<file path="src/rtl/c2c_ram.sv">
// Simple dual-port synchronous RAM with registered read data.
module c2c_ram #(
	parameter int W  = 8,
	parameter int D  = 16,
	parameter int AW = 4
) (
	input  logic          clk,
	input  logic          we,
	input  logic [AW-1:0] waddr,
	input  logic [W-1:0]  wdata,
	input  logic [AW-1:0] raddr,
	output logic [W-1:0]  rdata
);
	logic [W-1:0] mem [D];

	always_ff @(posedge clk) begin
		if (we) begin
			mem[waddr] <= wdata;
		end
		rdata <= mem[raddr];
	end
endmodule

</file>
<file path="config.mk">
export PLATFORM = sky130hd
export DESIGN_NAME = c2c_ram
export DESIGN_NICKNAME = d
export VERILOG_FILES = /design/src/rtl/c2c_ram.sv
export SDC_FILE = /design/constraint.sdc
export NUM_CORES = 1
export LEC_CHECK = 0
export BUFFER_PORTS_ARGS = -buffer_cell sky130_fd_sc_hd__buf_2
export CAP_MARGIN = 20
export CORE_MARGIN = 3
export CORE_UTILIZATION = 50
export CTS_CLUSTER_DIAMETER = 30
export DETAILED_ROUTE_END_ITERATION = 8
export PLACE_DENSITY = 0.67
export SETUP_SLACK_MARGIN = 0.5
export SLEW_MARGIN = 10
export SYNTH_ARGS = -nofsm -noshare
export SYNTH_HDL_FRONTEND = slang
export SYNTH_SLANG_ARGS = --single-unit
</file>
<file path="constraint.sdc">
create_clock -name clk -period 2.8 [get_ports clk]
set_clock_uncertainty 0.1 [all_clocks]
set_input_delay 0.56 -clock clk [delete_from_list [all_inputs] [get_ports clk]]
set_output_delay 0.56 -clock clk [all_outputs]
set_load 0.05 [all_outputs]
</file>
==> results of run 1 <==
## cells by family after synthesis
logic type / count (synthesis) / synth area share (%)
mux: 32 / 15.0
flops: 136 / 77.8
simple gates: 35 / 3.18
compound gates: 16 / 2.33
buf+inv: 10 / 1.68
## layer usage
metal | GRT usage (%) | part of all wire [%] | up-vias
met5 | 0 | 0 | -
met4 | 7.12 | 1.1 | 0
met3 | 4.98 | 7.0 | 15
met2 | 31.9 | 52 | 95
met1 | 26.7 | 39 | 1245
li1 | - | - | 1088
## power groups by stage
stage	Clock [mW]	Combinational, mW	Sequential [mW]
floorplan	0	0.116	2.38
global placement	0	0.252	2.33
detailed placement	0	0.257	2.33
CTS	2.39	0.260	2.29
global route	2.48	0.277	2.29
finish	2.35	0.256	2.29
## cell type report
type                       count  area [sq um]
tap                          133           166
clock inverter                13           200
timing repair buffer          48           310
clock buffer                  19           432
multi-input combinational     83          1060
sequential                   136          4000
fill                         685          3740
## stage by stage
stage / cell area (sq um) / hold WS [ns] / worst slack, ns / utilization (%) / std cells
after floorplan: 5150 / 0.529 / 0.647 / - / 229
after global placement: 5540 / 0.549 / 0.495 / 55.9 / 400
after detailed placement: 5540 / 0.568 / 0.494 / 55.9 / 400
after CTS: 6170 / 0.310 / 0.958 / 62.3 / 432
after global routing: 6170 / 0.323 / 0.947 / 62.3 / 432
final: 6170 / 0.335 / 1.01 / 62.3 / 432
## state kept, by name, indices dropped and copies added, names as in the netlist
register  flops
mem         128
rdata         8
## cell usage in the layout, fill, tap and decap left out
cell | netlist | layout
edfxtp_1 | 128 | 128
buf_2 | 3 | 25
buf_4 | 1 | 22
mux4_2 | 18 | 18
a22oi_1 | 16 | 16
clkbuf_16 | 0 | 16
mux4_1 | 14 | 14
nor2_1 | 13 | 13
nand2_1 | 9 | 9
dfxtp_1 | 8 | 8
bufinv_16 | 0 | 5
nor3_1 | 4 | 4
clkinv_2 | 0 | 3
clkinvlp_4 | 0 | 3
nand3b_1 | 2 | 2
nand2b_1 | 2 | 2
clkbuf_8 | 0 | 2
nor2b_1 | 1 | 1
and2_1 | 1 | 1
and2b_1 | 1 | 1
nand3_1 | 1 | 1
or3b_2 | 1 | 1
clkinv_1 | 0 | 1
clkbuf_1 | 0 | 1
inv_6 | 0 | 1
buf_12 | 0 | 1
## worst paths after layout
kind                                       endpoint  slack, ns  depth (start not counted)
worst min-delay path            mem[5][3]$_DFFE_PP_       0.33                          1
worst max register to register     rdata[2]$_DFF_P_       1.28                          3
worst min register to register     rdata[1]$_DFF_P_       0.57                          3
worst max-delay path                       rdata[6]       1.01                          1
==> results.toml, run 1 <==
[clock_tree]
post_cts.repair.setup_buffers = 0
clk_pin_slew_ns = 0.06
clk_latency_ns = 0.51
cts_tree = "yes"
cts.sinks = 136
cts_inserted_buffers = 17
root_buffer = "clkbuf_8"
cts_hold_buffers = 0
clockBufferDepth = 2
post_cts_resize_count = 0
htree_levels = 4

[flow_run]
max-cap-violations = 0

[yosys]
yosysUniqueCellTypes = 19
ys_ff_latch = 136
yosysMostFrequentCell = "edfxtp_1"
synthCells = 229
ys_top_cells_by_count = "128 x edfxtp_1, 18 x mux4_2, 16 x a22oi_1"
synth_top_area_share_pct = 74.7
synth_edf_count = 128
async_flop_share_pct = 0
synth_nets = 247
yosys_warnings = 0
synth_area_leader_cell = "edfxtp_1"
synthesis.area_sq_mm = 0.00515
synth.avg_cell_area_sq_um = 22.5
ys_top_cells_by_area = "edfxtp_1 75%, mux4_2 7.9%, mux4_1 7.1%, dfxtp_1 3.1%, a22oi_1 2.3%"
synth_ff_type = "edfxtp_1"
synth.yosys.seq_area_share_pct = 77.8

[setup_path]
endpoint_kind = "output port"
path_buf_inv = 1
startpoint_type = "flop"
crit_chain = "buf_2"
cp.required_ns = 2.14
crit_slowest_cell = "dfxtp_1"
reg2reg_from = "mem[5][2]$_DFFE_PP_"
crit_arrival_ns = 1.13
startpoint = "rdata[6]$_DFF_P_"
critical_path.top_delay_family = "flip-flops"
crit_fanout = 1
path_class = "flop to output port"
cp_slowest_stage_delay_ns = 0.35

[die]
core_sq_mm = 0.00991
die_h_um = 107
ios = 26
die-area_sq_mm = 0.0115
die_x_um = 107
rows = 36
initial_core_util_pct = 51.9

[sta]
setup_violations = 0
worst_slew_pin_slew_ns = 0.754
fin_crit_ns = 1.79
finalSetupTns_ns = 0
hold_viol_final = 0
fin_crit_sh_pct = 64.1
slew_headroom_pct = 49.6
grt_setup_unrepaired = "no"
drv_slew = 0
max_freq_mhz = 557

[drt]
routed_wl_um = 10100
post-route-drc-count = 0
dr.pass1.iters = 5
ant_nets = 0
viasPerCell = 5.66
avgRoutedWirePerCell_um = 23.5
dr.first_iter.drc_count = 182
routed-via-count = 2443

[power_and_ir_drop]
p_comb_share_pct = 5.2
p_int_mw = 3.92
p_sw_mw = 0.975
p_sw_share_pct = 19.9
powerDensity_mw_per_mm2 = 794
p_clk_share_pct = 48.0
p_seq_share_pct = 46.8
totalPowerFinal_mw = 4.90
irDropWorstVdd_v = 0.000470
p_leak_nw = 2.12

[placement]
place_congestion = 0.716
place.port_buffers = 25
dp_hpwl_um = 6300

[min_path]
hold_path_class = "primary input to flop"
hp-start = "wdata[3]"

[global_routing]
grt_pass1_wl_um = 16000
grt_pass1_vias = 2658
gr-total-overflow = 0
grt_max_degree = 20
antenna_found_initial = 0
grt_usage_pct = 19.9

[cells_and_area]
diodes = 0
area_delta_synth_final_pct = 19.9
drive_gt1_share_pct = 32.4
fin_nets = 304

[run_status]
outcome = "finished, final reports clean"
Power figures use the tool's default switching activity.
==> run 2, diff against run 1 <==
==> constraint.sdc (replaced) <==
create_clock -name clk -period 1.8 [get_ports clk]
set_clock_uncertainty 0.1 [all_clocks]
set_input_delay 0.36 -clock clk [delete_from_list [all_inputs] [get_ports clk]]
set_output_delay 0.36 -clock clk [all_outputs]
set_load 0.05 [all_outputs]
==> run 2 against run 1 <==
Register-to-register slack got worse by 0.85 ns. Non-clock buffer count decreased by 8. Worst hold slack lost 0.20 ns. Power up 50%. Count of clock-buffer cells in the layout is the same. Largest cell class unchanged. Highest routed layer unchanged.
==> results.toml, run 2 (same netlist as run 1, synthesis figures left out) <==
[clock_tree]
cts_tree = "yes"
root_buffer = "clkbuf_8"
htree_levels = 4
clk_pin_slew_ns = 0.06
cts_inserted_buffers = 17
cts_hold_buffers = 0
cts.sinks = 136
clockBufferDepth = 2
clk_latency_ns = 0.51
post_cts.repair.setup_buffers = 0

[placement]
place.port_buffers = 25
post_dp_cell_area_sq_mm = 0.00563
dp_hpwl_um = 5920
place_congestion = 0.713
dp_cells = 392

[sta]
slew_headroom_pct = 33.7
grt_setup_unrepaired = "yes"
drv_slew = 0
setup_violations = 0
fin_crit_sh_pct = 81.9
worst_slew_pin_slew_ns = 0.990
max_freq_mhz = 678
hold_viol_final = 0
finalSetupTns_ns = 0
fin_crit_ns = 1.47

[cells_and_area]
final_common_cell = "edfxtp_1"
multi_input_area_sq_mm = 0.00116
final_cell_mix = "128 x edfxtp_1, 32 x mux4_2, 17 x buf_2, 16 x clkbuf_16, 12 x a22oi_2"
top_regs = "mem (128), rdata (8)"
final_cell_count_no_fill = 424
final.fill_count = 661
fin_nets = 296
seqCellArea_sq_mm = 0.00402
drive_gt1_share_pct = 47.1
stdcell_area_sq_mm = 0.00634
regMostFlops = "mem"
fin_util_pct = 64.0
diodes = 0
area_delta_synth_final_pct = 23.1
largest_reg_flops = 128

[global_routing]
grt_usage_pct = 18.7
antenna_found_initial = 0
grt_pass1_vias = 2503
grt_max_degree = 33
grt_pass1_wl_um = 15000
gr-total-overflow = 0

[setup_path]
path_class = "flop to output port"
path_buf_inv = 1
crit_arrival_ns = 1.01
startpoint_type = "flop"
crit_slowest_cell = "dfxtp_4"
critical_path.top_delay_family = "flip-flops"
crit_fanout = 1
endpoint_kind = "output port"
crit_chain = "buf_8"
cp_slowest_stage_delay_ns = 0.36
cp.required_ns = 1.34

[drt]
routed_wl_um = 9790
viasPerCell = 5.68
post-route-drc-count = 0
avgRoutedWirePerCell_um = 23.1
dr.pass1.iters = 4
routed-via-count = 2409
ant_nets = 0
dr.first_iter.drc_count = 200

[power_and_ir_drop]
p_leak_nw = 2.06
powerDensity_mw_per_mm2 = 1160
irDropWorstVdd_v = 0.000509
totalPowerFinal_mw = 7.34

[die]
rows = 36
die_x_um = 107
die-area_sq_mm = 0.0115
die_h_um = 107
ios = 26
core_sq_mm = 0.00991
initial_core_util_pct = 51.9

[min_path]
hold_path_class = "primary input to flop"

[flow_run]
max-cap-violations = 0

[run_status]
outcome = "finished, final reports clean"
run 2: changes by cell type in the layout (fill, tap and decap cells not counted), sizes merged:
cell,delta
buf,-8
bufinv,-3
inv,+2
clkinvlp,+1
run 2: path summary, 6_finish.rpt:
check,startpoint,end,slack [ns],depth (start not counted)
worst max-delay path,rdata[0]$_DFF_P_,rdata[0],0.33,1
worst min-delay path,wdata[0],mem[8][0]$_DFFE_PP_,0.14,1
worst max register to register,mem[3][4]$_DFFE_PP_,rdata[4]$_DFF_P_,0.43,3
worst min register to register,mem[14][5]$_DFFE_PP_,rdata[5]$_DFF_P_,0.58,3
run 2: layout make-up:
class	count	share of cell area, %
multi-input combinational	83	18.3
clock inverter	13	2.33
sequential	136	63.4
clock buffer	19	6.65
timing repair buffer	40	6.67
tap	133	2.63
run 2: per-layer routing:
layer  GRT usage (%)  part of all wire [%]  vias up
li1                -                     -     1063
met1            25.0                    41     1238
met2            30.2                    51       97
met3            5.10                   6.0       11
met4            6.40                   1.7        0
met5               0                     0        -
run 2: timing repair:
| action | CTS | global route |
|---|---|---|
| cloned | 0 | 0 |
| gates resized for setup | 39 | 5 |
| setup endpoints to repair | 16 | 16 |
| pin swaps | 2 | 3 |
run 2: power breakdown:
group,internal [mW],switching [mW],leakage (nW)
clock,1.98,1.29,0.265
combinational,0.203,0.280,0.565
sequential,3.55,0.0308,1.22
total,5.73,1.60,2.06
run 2: through the flow:
stage / hold WS [ns] / setup WS, ns
floorplan: 0.359 / 0.237
global placement: 0.557 / -0.132
detailed placement: 0.569 / -0.126
CTS: 0.129 / 0.308
global route: 0.128 / 0.303
finish: 0.140 / 0.325
==> run 3, diff against run 2 <==
--- a/config.mk
+++ b/config.mk
@@ -11,7 +11,7 @@
 export CORE_UTILIZATION = 50
 export CTS_CLUSTER_DIAMETER = 30
 export DETAILED_ROUTE_END_ITERATION = 8
-export PLACE_DENSITY = 0.67
+export PLACE_DENSITY = 0.7
 export SETUP_SLACK_MARGIN = 0.5
 export SLEW_MARGIN = 10
 export SYNTH_ARGS = -nofsm -noshare
==> constraint.sdc (replaced) <==
create_clock -name clk -period 1.25 [get_ports clk]
set_clock_uncertainty 0.1 [all_clocks]
set_input_delay 0.25 -clock clk [delete_from_list [all_inputs] [get_ports clk]]
set_output_delay 0.25 -clock clk [all_outputs]
set_load 0.05 [all_outputs]
==> run 3 against run 2 <==
Clock power grew 48%. Critical endpoint is now rdata[5]. Wire length up 2.7%. Non-clock buffer count rose by 24. Sequential share of layout area shrank 4.2 points. Global-route usage grew 0.91 points. Power rose by 48%. The run now ends with negative setup slack left. Highest routed layer unchanged. Core utilization grew 4.9 points. Critical path depth did not move. First-iteration DRC count increased by 14%.
==> results.toml, run 3 (same netlist as run 1, synthesis figures left out) <==
[global_routing]
antenna_found_initial = 0
grt_util_met1_pct = 25.7
globalRouteMet3Util_pct = 5.46
gr-total-overflow = 0
top_usage_layer = "met2"
grt_max_degree = 17
grt_use_met2_pct = 32.4
grt_pass1_wl_um = 15700
grt_usage_pct = 19.6
grt_pass1_vias = 2655

[clock_tree]
cts_inserted_buffers = 17
clockBufferDepth = 2
root_buffer = "clkbuf_8"
clk_pin_slew_ns = 0.06
cts_tree = "yes"
cts.sinks = 136
htree_levels = 4
clk_latency_ns = 0.51

[power_and_ir_drop]
p_seq_share_pct = 47.6
totalPowerFinal_mw = 10.8
irDropWorstVdd_v = 0.000957
p_sw_share_pct = 21.4
p_clk_share_pct = 44.9
p_int_mw = 8.52
p_comb_share_pct = 7.5
p_sw_mw = 2.31
p_leak_nw = 2.26
powerDensity_mw_per_mm2 = 1590

[sta]
max_freq_mhz = 726
setup_violations = 16
drv_slew = 0
setup_ws_ns = -0.128
grt_setup_unrepaired = "yes"
hold_viol_final = 0
fin_crit_ns = 1.38
fin_crit_sh_pct = 110
worst_slew_pin_slew_ns = 0.999
slew_headroom_pct = 33.1

[placement]
place_congestion = 0.715
post_dp_cell_area_sq_mm = 0.00600
dp_hpwl_um = 6340
place_ws_ns = -0.557
place.port_buffers = 25
dp_cells = 414

[run_status]
violations = "negative setup slack"
outcome = "complete, but fails checks"

[cells_and_area]
regMostFlops = "mem"
fin_nets = 320
multi_input_area_sq_mm = 0.00123
top_regs = "mem (128), rdata (8)"
seqCellArea_sq_mm = 0.00403
area_delta_synth_final_pct = 32.5
drive_gt1_share_pct = 53.0
final_common_cell = "edfxtp_1"
final_cell_mix = "128 x edfxtp_1, 32 x mux4_2, 20 x buf_12, 16 x clkbuf_16, 15 x buf_2"
diodes = 0
largest_reg_flops = 128
final_cell_count_no_fill = 448
stdcell_area_sq_mm = 0.00682
final.fill_count = 608

[die]
rows = 36
die-area_sq_mm = 0.0115
ios = 26
core_sq_mm = 0.00991
die_h_um = 107
die_x_um = 107
initial_core_util_pct = 51.9

[setup_path]
cp.required_ns = 0.90
startpoint_type = "flop"
r2r_setup_slack_ns = -0.11
critical_path.top_delay_family = "flip-flops"
reg2reg_from = "mem[11][7]$_DFFE_PP_"
cp_slowest_stage_delay_ns = 0.37
path_buf_inv = 1
crit_arrival_ns = 1.03
r2r_cells = 3
path_class = "flop to output port"
endpoint_kind = "output port"
crit_fanout = 1
crit_slowest_cell = "dfxtp_4"
r2r_end = "rdata[7]$_DFF_P_"
crit_chain = "buf_8"

[drt]
dr.first_iter.drc_count = 227
avgRoutedWirePerCell_um = 22.4
routed_wl_um = 10100
post-route-drc-count = 0
routed-via-count = 2540
viasPerCell = 5.67
dr.pass1.iters = 4
ant_nets = 0

[min_path]
min_path_cells = 1
hold_end = "mem[6][2]$_DFFE_PP_"
hold_path_class = "primary input to flop"
hp-start = "wdata[2]"

[flow_run]
max-cap-violations = 0
run 3: cell types whose count changed in the layout (fill, tap and decap cells not counted), moves of 4 or more:
cell,previous run,this run
buf_12,9,20
buf_4,6,10
dfxtp_4,1,8
dfxtp_2,7,0
nor2_4,5,12
buf_6,2,11
nor2_2,5,0
run 3: through the flow:
stage	util, %	TNS (ns)	hold slack (ns)
floorplan	-	-9.39	0.249
global placement	60.6	-28.95	0.534
detailed placement	60.6	-30.10	0.532
CTS	68.7	-1.77	-0.0135
global route	68.8	-2.06	0.00163
finish	68.8	-1.46	0.00505
run 3: power by group through the flow:
| stage | Combinational (mW) | Sequential (mW) | Clock, mW |
|---|---|---|---|
| after floorplan | 0.309 | 5.33 | 0 |
| after global placement | 0.690 | 5.23 | 0 |
| after detailed placement | 0.700 | 5.23 | 0 |
| after CTS | 0.816 | 5.15 | 4.93 |
| after global routing | 0.862 | 5.16 | 5.13 |
| final | 0.809 | 5.15 | 4.87 |
run 3: how the worst max path moves through the flow:
| stage | startpoint | end | cells after the start |
|---|---|---|---|
| 2_1_floorplan | waddr[2] | mem[0][0]$_DFFE_PP_ | 2 |
| 3_3_place_gp | raddr[0] | rdata[5]$_DFF_P_ | 6 |
| 3_5_place_dp | raddr[0] | rdata[5]$_DFF_P_ | 6 |
| 4_1_cts | rdata[5]$_DFF_P_ | rdata[5] | 1 |
| 5_1_grt | rdata[5]$_DFF_P_ | rdata[5] | 1 |
| 6_report | rdata[5]$_DFF_P_ | rdata[5] | 1 |
run 3: timing repair:
| action | CTS | global route |
|---|---|---|
| endpoints found under the hold margin | 31 | 0 |
| setup endpoints to repair | 136 | 144 |
| buffers inserted | 2 | 0 |
| pin swaps | 11 | 2 |
| resized for setup | 51 | 2 |
run 3: cell type report:
type                            instances  share of cell area [%]
Clock buffer                           17                    6.07
Clock inverter                         15                    2.61
Multi-Input combinational cell         83                    18.1
Sequential cell                       136                    59.2
Tap cell                              133                    2.44
Timing Repair Buffer                   64                    11.7
run 3: routing by layer:
layer	wire, um	part of all wire [%]	vias up
met3	847	8.4	12
met1	3720	37	1312
met2	5330	53	109
li1	-	-	1107
met5	0	0	-
met4	157	1.6	0
